File: src/hdl/cpbs_pkg.sv
`default_nettype none

package cpbs_pkg;

  localparam int unsigned DATA_W          = 64;
  localparam int unsigned MASK_W          = 8;
  localparam int unsigned CFG_IDX_W       = 3;
  localparam int unsigned BITS_PER_RESULT_DEF = 8;

  typedef enum logic [2:0] {
    CFG_SCAN_KIND,
    CFG_ELEMENT_WIDTH,
    CFG_COMPARE_OP,
    CFG_RANGE_MODE,
    CFG_SCAN_VALUE
  } cfg_idx_e;

  typedef enum logic [1:0] {
    KIND_VALUE,
    KIND_COLUMN,
    KIND_RANGE
  } scan_kind_e;

  typedef enum logic [1:0] {
    EW_8,
    EW_16,
    EW_32,
    EW_64
  } elem_width_e;

  typedef enum logic [2:0] {
    OP_EQ,
    OP_GE,
    OP_GT,
    OP_LE,
    OP_LT,
    OP_NEQ
  } cmp_op_e;

  typedef enum logic [1:0] {
    RNG_INC_INC,
    RNG_INC_EXC,
    RNG_EXC_INC,
    RNG_EXC_EXC
  } rng_mode_e;

  typedef struct packed {
    logic [1:0]        scan_kind;
    logic [1:0]        element_width;
    logic [2:0]        compare_op;
    logic [1:0]        range_mode;
    logic [DATA_W-1:0] scan_value;
  } cfg_t;

  // sign-extend the low bits of a column value to the full width
  function automatic logic signed [DATA_W-1:0] sext(input logic [DATA_W-1:0] v,
                                                    input logic [1:0] w);
    logic signed [DATA_W-1:0] r;
    r = $signed(v);
    unique case (w)
      EW_8:    r = $signed({{(DATA_W-8){v[7]}}, v[7:0]});
      EW_16:   r = $signed({{(DATA_W-16){v[15]}}, v[15:0]});
      EW_32:   r = $signed({{(DATA_W-32){v[31]}}, v[31:0]});
      EW_64:   r = $signed(v);
      default: r = $signed(v);
    endcase
    return r;
  endfunction

endpackage

`default_nettype wire

File: src/hdl/cpbs_if.sv
`default_nettype none

interface cpbs_in_if import cpbs_pkg::*; ();
  logic                     valid;
  logic                     ready;
  logic signed [DATA_W-1:0] element;
  logic signed [DATA_W-1:0] other_operand;
  logic signed [DATA_W-1:0] upper_bound;
  logic                     end_of_scan;

  modport source (output valid, element, other_operand, upper_bound, end_of_scan,
                  input ready);
  modport sink (input valid, element, other_operand, upper_bound, end_of_scan,
                output ready);
endinterface

interface cpbs_out_if import cpbs_pkg::*; ();
  logic              valid;
  logic              ready;
  logic [MASK_W-1:0] mask_byte;
  logic              last_byte;

  modport source (output valid, mask_byte, last_byte, input ready);
  modport sink (input valid, mask_byte, last_byte, output ready);
endinterface

`default_nettype wire

File: src/hdl/cpbs_pred.sv
`default_nettype none

module cpbs_pred import cpbs_pkg::*; (
  input  cfg_t              cfg_i,
  input  logic [DATA_W-1:0] element_i,
  input  logic [DATA_W-1:0] other_i,
  input  logic [DATA_W-1:0] upper_i,
  output logic              bit_o
);

  logic signed [DATA_W-1:0] xs, ys, us;
  logic lt_y, eq_y, lt_u, eq_u;
  logic cmp_bit, rng_bit, lo_excl, hi_excl, lo_ok, hi_ok;

  assign xs = sext(element_i, cfg_i.element_width);
  assign ys = sext((cfg_i.scan_kind == KIND_VALUE) ? cfg_i.scan_value : other_i,
                   cfg_i.element_width);
  assign us = sext(upper_i, cfg_i.element_width);

  // comparisons against ys, shared by all scan kinds, and against us, used by range scans only
  assign lt_y = xs < ys;
  assign eq_y = xs == ys;
  assign lt_u = xs < us;
  assign eq_u = xs == us;

  always_comb begin
    unique case (cfg_i.compare_op)
      OP_EQ:   cmp_bit = eq_y;
      OP_GE:   cmp_bit = !lt_y;
      OP_GT:   cmp_bit = !lt_y && !eq_y;
      OP_LE:   cmp_bit = lt_y || eq_y;
      OP_LT:   cmp_bit = lt_y;
      OP_NEQ:  cmp_bit = !eq_y;
      default: cmp_bit = 1'b0;
    endcase
  end

  always_comb begin
    unique case (cfg_i.range_mode)
      RNG_INC_INC: begin lo_excl = 1'b0; hi_excl = 1'b0; end
      RNG_INC_EXC: begin lo_excl = 1'b0; hi_excl = 1'b1; end
      RNG_EXC_INC: begin lo_excl = 1'b1; hi_excl = 1'b0; end
      RNG_EXC_EXC: begin lo_excl = 1'b1; hi_excl = 1'b1; end
      default:     begin lo_excl = 1'b1; hi_excl = 1'b1; end
    endcase
  end

  // lower bound sits in ys: lower <= x is !(x < lower)
  assign lo_ok   = lo_excl ? (!lt_y && !eq_y) : !lt_y;
  assign hi_ok   = hi_excl ? lt_u : (lt_u || eq_u);
  assign rng_bit = lo_ok && hi_ok;

  always_comb begin
    unique case (cfg_i.scan_kind)
      KIND_VALUE, KIND_COLUMN: bit_o = cmp_bit;
      KIND_RANGE:              bit_o = rng_bit;
      default:                 bit_o = 1'b0;
    endcase
  end

endmodule

`default_nettype wire

File: src/hdl/column_predicate_bitmap_scan_core.sv
`default_nettype none
// Column scan filter: one predicate bit per column element, packed into mask bytes.
// Input channel in_ch carries element, other_operand, upper_bound and end_of_scan;
// a transfer happens at a clock edge with valid and ready both high.
// Output channel out_ch carries mask_byte (bit i = i-th element of the group) and
// last_byte; a byte goes out after every BITS_PER_RESULT elements, or early with
// zero padding on the element flagged end_of_scan.
// Configuration: cfg_we_i, cfg_idx_i, cfg_wdata_i write one register per edge
// (0 scan kind, 1 element width, 2 compare op, 3 range mode, 4 scan value);
// the user must make writes only while no element is in flight; the core leaves this to the user.
// Path: the transfer loads the element into the input register; the predicate is
// evaluated there and a completed byte is loaded into the result register, from
// which the receiver takes it.
// Throughput: one element per cycle unless a completed byte is held back by an
// occupied result register; the 64-bit compare is combinational between the two.
// When the receiver stalls, the result register holds; the input register keeps
// filling groups that do not complete, and in_ch.ready drops only once a
// completed byte finds the result register still occupied.
// Reset clears the open group and both valid flags and sets the configuration registers to their defaults.

module column_predicate_bitmap_scan_core import cpbs_pkg::*; #(
  parameter int unsigned BITS_PER_RESULT = BITS_PER_RESULT_DEF
) (
  input  logic                 clk_i,
  input  logic                 rst_ni,
  cpbs_in_if.sink              in_ch,
  cpbs_out_if.source           out_ch,
  input  logic                 cfg_we_i,
  input  logic [CFG_IDX_W-1:0] cfg_idx_i,
  input  logic [DATA_W-1:0]    cfg_wdata_i
);

  localparam int unsigned CntW = (BITS_PER_RESULT > 1) ? $clog2(BITS_PER_RESULT) : 1;
  localparam logic [CntW-1:0] CntLast = CntW'(BITS_PER_RESULT - 1);

  cfg_t cfg_q;

  logic                s1_valid_q;
  logic [DATA_W-1:0]   s1_elem_q, s1_other_q, s1_upper_q;
  logic                s1_last_q;

  logic [BITS_PER_RESULT-1:0] pend_q, grp;
  logic [CntW-1:0]            cnt_q;

  logic              out_valid_q;
  logic [MASK_W-1:0] out_mask_q;
  logic              out_last_q;

  logic pred_bit, emit, out_free, s1_adv, in_ready;

  // configuration registers
  always_ff @(posedge clk_i or negedge rst_ni) begin
    if (!rst_ni) begin
      cfg_q.scan_kind     <= KIND_VALUE;
      cfg_q.element_width <= EW_64;
      cfg_q.compare_op    <= OP_EQ;
      cfg_q.range_mode    <= RNG_INC_INC;
      cfg_q.scan_value    <= '0;
    end else if (cfg_we_i) begin
      unique case (cfg_idx_i)
        CFG_SCAN_KIND:     cfg_q.scan_kind     <= cfg_wdata_i[1:0];
        CFG_ELEMENT_WIDTH: cfg_q.element_width <= cfg_wdata_i[1:0];
        CFG_COMPARE_OP:    cfg_q.compare_op    <= cfg_wdata_i[2:0];
        CFG_RANGE_MODE:    cfg_q.range_mode    <= cfg_wdata_i[1:0];
        CFG_SCAN_VALUE:    cfg_q.scan_value    <= cfg_wdata_i;
        default: ;
      endcase
    end
  end

  cpbs_pred u_pred (
    .cfg_i     (cfg_q),
    .element_i (s1_elem_q),
    .other_i   (s1_other_q),
    .upper_i   (s1_upper_q),
    .bit_o     (pred_bit)
  );

  assign emit     = s1_valid_q && ((cnt_q == CntLast) || s1_last_q);
  assign out_free = !out_valid_q || out_ch.ready;
  assign s1_adv   = s1_valid_q && (!emit || out_free);
  assign in_ready = !s1_valid_q || s1_adv;

  assign in_ch.ready = in_ready;

  always_comb begin
    grp        = pend_q;
    grp[cnt_q] = pend_q[cnt_q] | pred_bit;
  end

  // input register
  always_ff @(posedge clk_i or negedge rst_ni) begin
    if (!rst_ni) begin
      s1_valid_q <= 1'b0;
    end else if (in_ready) begin
      s1_valid_q <= in_ch.valid;
    end
  end

  always_ff @(posedge clk_i) begin
    if (in_ready && in_ch.valid) begin
      s1_elem_q  <= in_ch.element;
      s1_other_q <= in_ch.other_operand;
      s1_upper_q <= in_ch.upper_bound;
      s1_last_q  <= in_ch.end_of_scan;
    end
  end

  // open group
  always_ff @(posedge clk_i or negedge rst_ni) begin
    if (!rst_ni) begin
      pend_q <= '0;
      cnt_q  <= '0;
    end else if (s1_adv) begin
      if (emit) begin
        pend_q <= '0;
        cnt_q  <= '0;
      end else begin
        pend_q <= grp;
        cnt_q  <= cnt_q + 1'b1;
      end
    end
  end

  // result register
  always_ff @(posedge clk_i or negedge rst_ni) begin
    if (!rst_ni) begin
      out_valid_q <= 1'b0;
    end else if (s1_adv && emit) begin
      out_valid_q <= 1'b1;
    end else if (out_ch.ready) begin
      out_valid_q <= 1'b0;
    end
  end

  always_ff @(posedge clk_i) begin
    if (s1_adv && emit) begin
      out_mask_q <= grp[MASK_W-1:0];
      out_last_q <= s1_last_q;
    end
  end

  assign out_ch.valid     = out_valid_q;
  assign out_ch.mask_byte = out_mask_q;
  assign out_ch.last_byte = out_last_q;

`ifndef SYNTH
  // a completed group always lands in the result register
  assert property (@(posedge clk_i) disable iff (!rst_ni)
    (s1_adv && emit) |=> out_valid_q)
    else $error("completed group did not reach the result register");

  // the end of a scan leaves an empty group behind
  assert property (@(posedge clk_i) disable iff (!rst_ni)
    (s1_adv && s1_last_q) |=> (cnt_q == '0) && (pend_q == '0))
    else $error("group not cleared after end of scan");

  // an element that does not complete a group moves the count forward
  assert property (@(posedge clk_i) disable iff (!rst_ni)
    (s1_adv && !emit) |=> (cnt_q != '0))
    else $error("group count wrapped without a result");

  // a completed group waiting on a full result register holds the input register
  assert property (@(posedge clk_i) disable iff (!rst_ni)
    (emit && !out_free) |-> !in_ready)
    else $error("input taken while a completed group is blocked");
`endif

endmodule

`default_nettype wire
File: src/flat_wrapper.sv
// flat-port wrapper written by rule: the top's interface ports become plain ports
module column_predicate_bitmap_scan_core_flat import cpbs_pkg::*;
#(
  parameter int unsigned BITS_PER_RESULT = BITS_PER_RESULT_DEF
)
  (clk_i, rst_ni, cfg_we_i, cfg_idx_i, cfg_wdata_i, in_ch_valid, in_ch_element, in_ch_other_operand, in_ch_upper_bound, in_ch_end_of_scan, in_ch_ready, out_ch_valid, out_ch_mask_byte, out_ch_last_byte, out_ch_ready);
  cpbs_in_if in_ch_i ();
  cpbs_out_if out_ch_i ();
  input  logic clk_i;
  input  logic rst_ni;
  input  logic cfg_we_i;
  input  logic [CFG_IDX_W-1:0] cfg_idx_i;
  input  logic [DATA_W-1:0] cfg_wdata_i;
  input wire logic [$bits(in_ch_i.valid)-1:0] in_ch_valid;
  input wire logic [$bits(in_ch_i.element)-1:0] in_ch_element;
  input wire logic [$bits(in_ch_i.other_operand)-1:0] in_ch_other_operand;
  input wire logic [$bits(in_ch_i.upper_bound)-1:0] in_ch_upper_bound;
  input wire logic [$bits(in_ch_i.end_of_scan)-1:0] in_ch_end_of_scan;
  output wire logic [$bits(in_ch_i.ready)-1:0] in_ch_ready;
  output wire logic [$bits(out_ch_i.valid)-1:0] out_ch_valid;
  output wire logic [$bits(out_ch_i.mask_byte)-1:0] out_ch_mask_byte;
  output wire logic [$bits(out_ch_i.last_byte)-1:0] out_ch_last_byte;
  input wire logic [$bits(out_ch_i.ready)-1:0] out_ch_ready;
  assign in_ch_i.valid = in_ch_valid;
  assign in_ch_i.element = in_ch_element;
  assign in_ch_i.other_operand = in_ch_other_operand;
  assign in_ch_i.upper_bound = in_ch_upper_bound;
  assign in_ch_i.end_of_scan = in_ch_end_of_scan;
  assign in_ch_ready = in_ch_i.ready;
  assign out_ch_valid = out_ch_i.valid;
  assign out_ch_mask_byte = out_ch_i.mask_byte;
  assign out_ch_last_byte = out_ch_i.last_byte;
  assign out_ch_i.ready = out_ch_ready;
  column_predicate_bitmap_scan_core #(.BITS_PER_RESULT(BITS_PER_RESULT)) u_core (.clk_i(clk_i), .rst_ni(rst_ni), .in_ch(in_ch_i), .out_ch(out_ch_i), .cfg_we_i(cfg_we_i), .cfg_idx_i(cfg_idx_i), .cfg_wdata_i(cfg_wdata_i));
endmodule
File: config.mk
export PLATFORM = sky130hd
export DESIGN_NAME = column_predicate_bitmap_scan_core_flat
export DESIGN_NICKNAME = d
export VERILOG_FILES = /design/src/hdl/cpbs_pkg.sv /design/src/hdl/cpbs_if.sv /design/src/hdl/cpbs_pred.sv /design/src/hdl/column_predicate_bitmap_scan_core.sv /design/src/flat_wrapper.sv
export SDC_FILE = /design/constraint.sdc
export NUM_CORES = 1
export LEC_CHECK = 0
export BUFFER_PORTS_ARGS = -buffer_cell sky130_fd_sc_hd__buf_2
export CAP_MARGIN = 20
export CORE_MARGIN = 2
export CORE_UTILIZATION = 45
export DETAILED_ROUTE_END_ITERATION = 10
export HOLD_SLACK_MARGIN = 0.02
export PLACE_DENSITY = 0.74
export SYNTH_ARGS = -nofsm -noshare
export SYNTH_HDL_FRONTEND = slang
export SYNTH_HIERARCHICAL = 1
export SYNTH_SLANG_ARGS = --single-unit
File: constraint.sdc
create_clock -name clk_i -period 11.9 [get_ports clk_i]
set_input_delay 1.785 -clock clk_i [delete_from_list [all_inputs] [get_ports clk_i]]
set_output_delay 1.785 -clock clk_i [all_outputs]
set_load 0.1 [all_outputs]
Word level (Yosys, flattened, before mapping). Cells that the tools add are included.

Register bits after elaboration: 288. Bits in latches: 0. RAM bits: 0. ROM bits: 0. Bits of input ports: 265. Memories kept: 0.

Add/sub/neg operators: 1. $mul: 0. Div/mod/pow operators: 0. Magnitude comparators: 4. Eq/ne operators: 20. Shifts and indexed selects: 0. Muxes and demuxes: 19. Bitwise gates (word level): 1. Reductions and logical operators: 34.

Operators with widths (count): $pmux W64 S4 (3); $eq A64 B64 Y1 (2); $lt A64 B64 Y1 (2); $mux W64 (1); $eq A3 B2 Y1 const B (4); $eq A3 B3 Y1 const B (4); $eq A2 B2 Y1 const B (5); $reduce_and A2 Y1 (5); $reduce_or A2 Y1 (5); $bwmux W8 (1); $mux W8 (1); $logic_and A1 B1 Y1 (7); $eq A2 B1 Y1 const B (3); $eq A3 B1 Y1 const B (2); $logic_not A2 Y1 (3); $logic_not A3 Y1 (2); $logic_or A1 B1 Y1 (6); $mux W1 (6); $pmux W1 S2 (3); $pmux W1 S6 (1); $logic_not A1 Y1 (5); $lt A3 B4 Y1 const B (1); $add A3 B1 Y3 const B (1); $bmux W1 S3 (1); 5 further kinds (5).

Depth between registers and ports, before layout.
Word-level depth: 12. Depth in mapped cells: 22.

By module. Netlist, hierarchy kept.

Modules (own cells, without submodules): column_predicate_bitmap_scan_core (times used 1, cells each 463, area each 9655.5 sq um, seq. area each 8220.4 sq um); cpbs_pred (times used 1, cells each 882, area each 5411.4 sq um, seq. area each 0.0 sq um).

Worst setup path before layout. OpenSTA, ideal clock, no wires.

Path kind: input to register. From: input out_ch_ready. To: register u_core.s1_elem_q[0] (enable). Library setup time: 771 ps. Arrival: 10491 ps. Data required time: 11129 ps. Slack: 639 ps. Stages: 3. Buffers on the path: 0. Cells stage by stage: nand2b_1 > nor2_1 > nor2b_1.

Word-level cells in the longest chain between the ends: 5.

Ends and longest elaborated chain: start: declaration (RTL line flat_wrapper.sv:23) `input wire logic [$bits(out_ch_i.ready)-1:0] out_ch_ready;`; $logic_or A1 B1 Y1 (RTL line column_predicate_bitmap_scan_core.sv:80) `assign out_free = !out_valid_q || out_ch.ready;`; $logic_or A1 B1 Y1 (RTL line column_predicate_bitmap_scan_core.sv:81) `assign s1_adv = s1_valid_q && (!emit || out_free);`; $logic_and A1 B1 Y1 (RTL line column_predicate_bitmap_scan_core.sv:81); $logic_or A1 B1 Y1 (RTL line column_predicate_bitmap_scan_core.sv:82) `assign in_ready = !s1_valid_q || s1_adv;`; $logic_and A1 B1 Y1 (RTL line column_predicate_bitmap_scan_core.sv:101) `if (in_ready && in_ch.valid) begin`; end signal: assignment (RTL line column_predicate_bitmap_scan_core.sv:102) `s1_elem_q <= in_ch.element;`; end: declaration (RTL line column_predicate_bitmap_scan_core.sv:39) `logic [DATA_W-1:0] s1_elem_q, s1_other_q, s1_upper_q;`.

No other way between the ends. A chain may end at the register's enable or synchronous reset.

Final worst setup path.
From: register u_core/cfg_q[70] in the netlist's numbering. To: register u_core.out_mask_q[2], in the netlist u_core/out_ch.mask_byte[2], data pin.

Word-level cells in the longest chain between the ends: 10.

Ends and longest elaborated chain: start: declaration (RTL line column_predicate_bitmap_scan_core.sv:36) `cfg_t cfg_q;`; parallel branches: the longest is 7 deep, another holds $lt A64 B64 Y1; $pmux W1 S2 (*) (RTL line cpbs_pred.sv:54) `unique case (cfg_i.scan_kind)`; via u_core.pred_bit (RTL line column_predicate_bitmap_scan_core.sv:49) `logic pred_bit, emit, out_free, s1_adv, in_ready;`; $or A1 B1 Y1 (*) (RTL line column_predicate_bitmap_scan_core.sv:88) `grp[cnt_q] = pend_q[cnt_q] | pred_bit;`; $bwmux W8 (*) (RTL line column_predicate_bitmap_scan_core.sv:88); via u_core.grp[2] (RTL line column_predicate_bitmap_scan_core.sv:42) `logic [BITS_PER_RESULT-1:0] pend_q, grp;`; end signal: assignment (RTL line column_predicate_bitmap_scan_core.sv:138) `out_mask_q <= grp[MASK_W-1:0];`; end: declaration (RTL line column_predicate_bitmap_scan_core.sv:46) `logic [MASK_W-1:0] out_mask_q;`.

Mark *: on every way through the listed nets, which the timed path passes. The select of a mux whose other input is x is not followed.

==> results.md <==
* Clock transition at path regs at roughly 60 ps
* Gr busiest metal: met2
* Startpoint class of the critical path: flip-flop
* Multiplexer area fraction after synthesis at under 10%
* Congestion Overflow GR at 0
* Maximum clock rate at ~160 MHz
* P&R area growth vs syn at 19.45%
* Area of the die at 34960 um^2
* Worst Path Required at ~12000 ps
* Synth Instances at 1345
* Initial DRC count at around 900
* Power Total at 3.437 mW
* Placed Cells incl. Taps at approximately 2000
* Post-CTS Hold Buffers at 0
* Critical Path End Type: flip-flop
* Fill cells at ~2900
* Synth warn at 6
* Die H at 187.0 um
* Seq/Total Area, Yosys at a little over half
* Max-Slew Margin vs Limit at between 10% and 20%
* Final GP Congestion at about 0.85
* Reg area at approximately 8200 um^2
* CP max FO at between 40 and 50
* Initial Utilization at a little under half
* Pre-antenna DRT Iters at 5
* Detailed-route vias per instance at approximately 5.6
* Dpl hpwl at approximately 28 mm
* Worst-case clock skew at about 13 ps
* LEAKAGE at between 7 and 8 nW
* Max-slew violations at 0
* Drt wl/cell at about 19 um
* Post-Synth Simple-Gate Area at between 10% and 20%
* Critical path type: flip-flop to flip-flop
* I/O Buffers at around 280
* Largest family of logic cells by synthesized area: compound AO/OA/AOI/OAI gates
* CTS tree: done
* Fin crit period at roughly 6400 ps
* Max clock buf depth at 3
* H-tree levels at 2
* Mean Syn Cell Area at around 11 um^2
* Synth cell types at between 60 and 70
* Layout cell share with drive strength beyond 1 at 26.51%
* Combinational power share at 33.2%
* Vias in the first global route at 11620
* Register share of total power at between 30 and 40%
* Worst path arrival time at 6610 ps
* Status: completed
* Max_cap viols at 0
* Final net count at 1992
* Via count at between 10000 and 15000
* Worst vdd ir at between 0.1 and 0.15 mV
* Leading area contributor after synthesis: edfxtp_1
* Synth Area in Compound Gates at 13.12%
* Largest net degree at the start of global routing at between 150 and 200
* CORE AREA at 33280 um^2
* Ys async rst share at 29.86%
* WL final at roughly 40 mm
* Syn nets at 1740
* Final period util at 53.72%
* Die Wd at 187.0 um
* Internal at ~2.3 mW
* HP Class: flip-flop to flip-flop
* Switching part of the total power at 33.75%
* Main synth FF type: edfxtp_1
* Setup TNS at 0 ps
* Num CTS Buffers at 34
* Routed Antenna Nets at 0
* Row count at 67
* Least-Margin Pin Slew at between 1000 and 1500 ps
* DRC viols at 0
* CTS resizes at 0
* M2 GR Usage at between 30% and 40%
* RSZ-0062 raised after global routing: no
* Power Dens Cells at approximately 190 nW/um^2
* Finished Layout Cells at a little over 2000
* Final hold vios at 0
* Clk sink count at roughly 290
* Adder-Cell Fraction of Synth Area at between 10 and 15%
* Final core utilization at between 50% and 60%
* Synth top area share at 40.26%
* Synth Area in XOR/XNOR at 0.05813%
* Sw power at approximately 1.2 mW
* Top cells by area, synth: edfxtp_1 (40%), dfrtp_1 (14%), ha_1 (11%)
* # diodes at 0
* Post CTS Setup Buffer Count at 0
* Met1 GRT Util at around 30%
* Post-synthesis register bit count at around 290
* Multi-input combinational cell area at 6531 um^2
* Post-Synthesis Cell Area at 15070 um^2
* Clock Latency Late Sink at 510 ps
* Setup-failing EPs final at 0
* Clock power share at between 30% and 40%
* Post-synth EDFFs at around 200
* Global-route wire length before repair at between 60 and 70 mm
* GR Layer Usage met3 at roughly 4.6%
* Initial antenna violation count at 0
* GRT Total Usage at 22.79%
* I/O pin count at approximately 280
* Root Buffer: clkbuf_16
state kept, by name (all words and copies together), names as in the netlist:
| register | cells |
|---|---|
| u_core/s1_elem_q | 64 |
| u_core/out_ch.mask_byte | 8 |
| u_core/cnt_q | 3 |
| u_core/out_ch.last_byte | 1 |
| u_core/pend_q | 8 |
| u_core/out_ch.valid | 1 |
| u_core/s1_valid_q | 1 |
| u_core/cfg_q | 73 |
| u_core/s1_other_q | 64 |
| u_core/s1_last_q | 1 |
| u_core/s1_upper_q | 64 |
final timing paths:
path	end	startpoint	slack [ps]	depth (start not counted)
max	u_core/out_ch.mask_byte[2]	u_core/cfg_q[70]	5510	18
min	u_core/cfg_q[0]	u_core/cfg_q[0]	490	1
max reg2reg	u_core/out_ch.mask_byte[2]	u_core/cfg_q[70]	5510	18
min reg2reg	u_core/cfg_q[0]	u_core/cfg_q[0]	490	1
max in group asynchronous	u_core/cfg_q[41]	rst_ni	9520	2
min in group asynchronous	u_core/cfg_q[8]	rst_ni	1250	1
area by class of cell:
cell class	count	share of cell area (%)
Clock buffer	42	5.068
Clock inverter	19	1.140
Inverter	15	0.3128
Multi-Input combinational cell	968	36.29
Sequential cell	288	45.68
Tap cell	448	3.115
Timing Repair Buffer	290	8.398
worst max-delay path, cell delays in order, from the launching register on:
cell	delay (ps)
dfstp_2	360
inv_1	590
nand2_1	760
nor2_4	240
buf_4	450
a21oi_1	140
ha_1	340
nand4_1	180
nor4_2	400
nand2_1	120
or3_1	440
or3_4	420
o311a_1	330
nand4b_1	100
and3b_1	210
o31ai_2	110
a21o_1	220
a2111oi_4	480
a21oi_1	180
routing by layer:
layer  up-vias  share of wire (%)
met1      5552                 43
met2       447                 48
met3        64                7.1
met5         -                  0
met4         0                2.4
li1       5505                  -
power groups by stage:
stage	registers [mW]	logic, mW	clock network, mW
floorplan	1.28	0.798	0
global placement	1.27	1.07	0
detailed placement	1.28	1.12	0
CTS	1.26	1.13	1.06
global route	1.27	1.29	1.10
finish	1.26	1.14	1.04
layout by cell type (no fill, tap or decap), drive strengths merged, types with 18 or more instances in the layout:
master,count
o21ai,131
nor2,41
a21o,30
buf,290
a21oi,153
dfrtp,84
mux2,73
edfxtp,202
nand4,30
inv,18
nand2,202
and3,36
ha,130
nand3,22
clkbuf,42
Yosys cell counts (3+ instances only):
| master | count |
|---|---|
| nand4_1 | 30 |
| edfxtp_1 | 202 |
| dfrtp_1 | 84 |
| clkbuf_1 | 56 |
| nand2b_1 | 3 |
| mux2_1 | 5 |
| buf_1 | 8 |
| nand3_1 | 22 |
| o21a_1 | 6 |
| nor2b_1 | 7 |
| and2_1 | 16 |
| nor2_1 | 40 |
| o21ai_1 | 8 |
| nor4_1 | 8 |
| and3_1 | 36 |
| buf_2 | 9 |
| o211ai_1 | 5 |
| inv_1 | 15 |
| o21ai_0 | 123 |
| mux2i_1 | 12 |
| a211oi_1 | 6 |
| a21oi_1 | 153 |
| nor4b_1 | 3 |
| nor3_1 | 8 |
| a21o_1 | 29 |
| nor3b_1 | 3 |
| a2111oi_0 | 3 |
| nand2_1 | 202 |
| mux2_2 | 68 |
| ha_1 | 130 |
| and3b_1 | 4 |
kinds of logic after synthesis:
logic type,count (synthesis)
buffers and inverters,89
adders and majority gates,130
muxes,85
and+or+nand+nor,400
DFF,288
xor gates and xnor gates,1
AOI/OAI and AO/OA,352
metrics by stage:
stage	setup WS (ps)	hold WS (ps)	area, um^2
3_3_place_gp	5824	475.6	16860
4_1_cts	5560	488.0	17990
2_1_floorplan	638.7	458.0	15070
3_5_place_dp	5574	474.6	16870
6_report	5507	488.0	18000
5_1_grt	5033	493.5	18000
(Power assumes the default switching activity.)
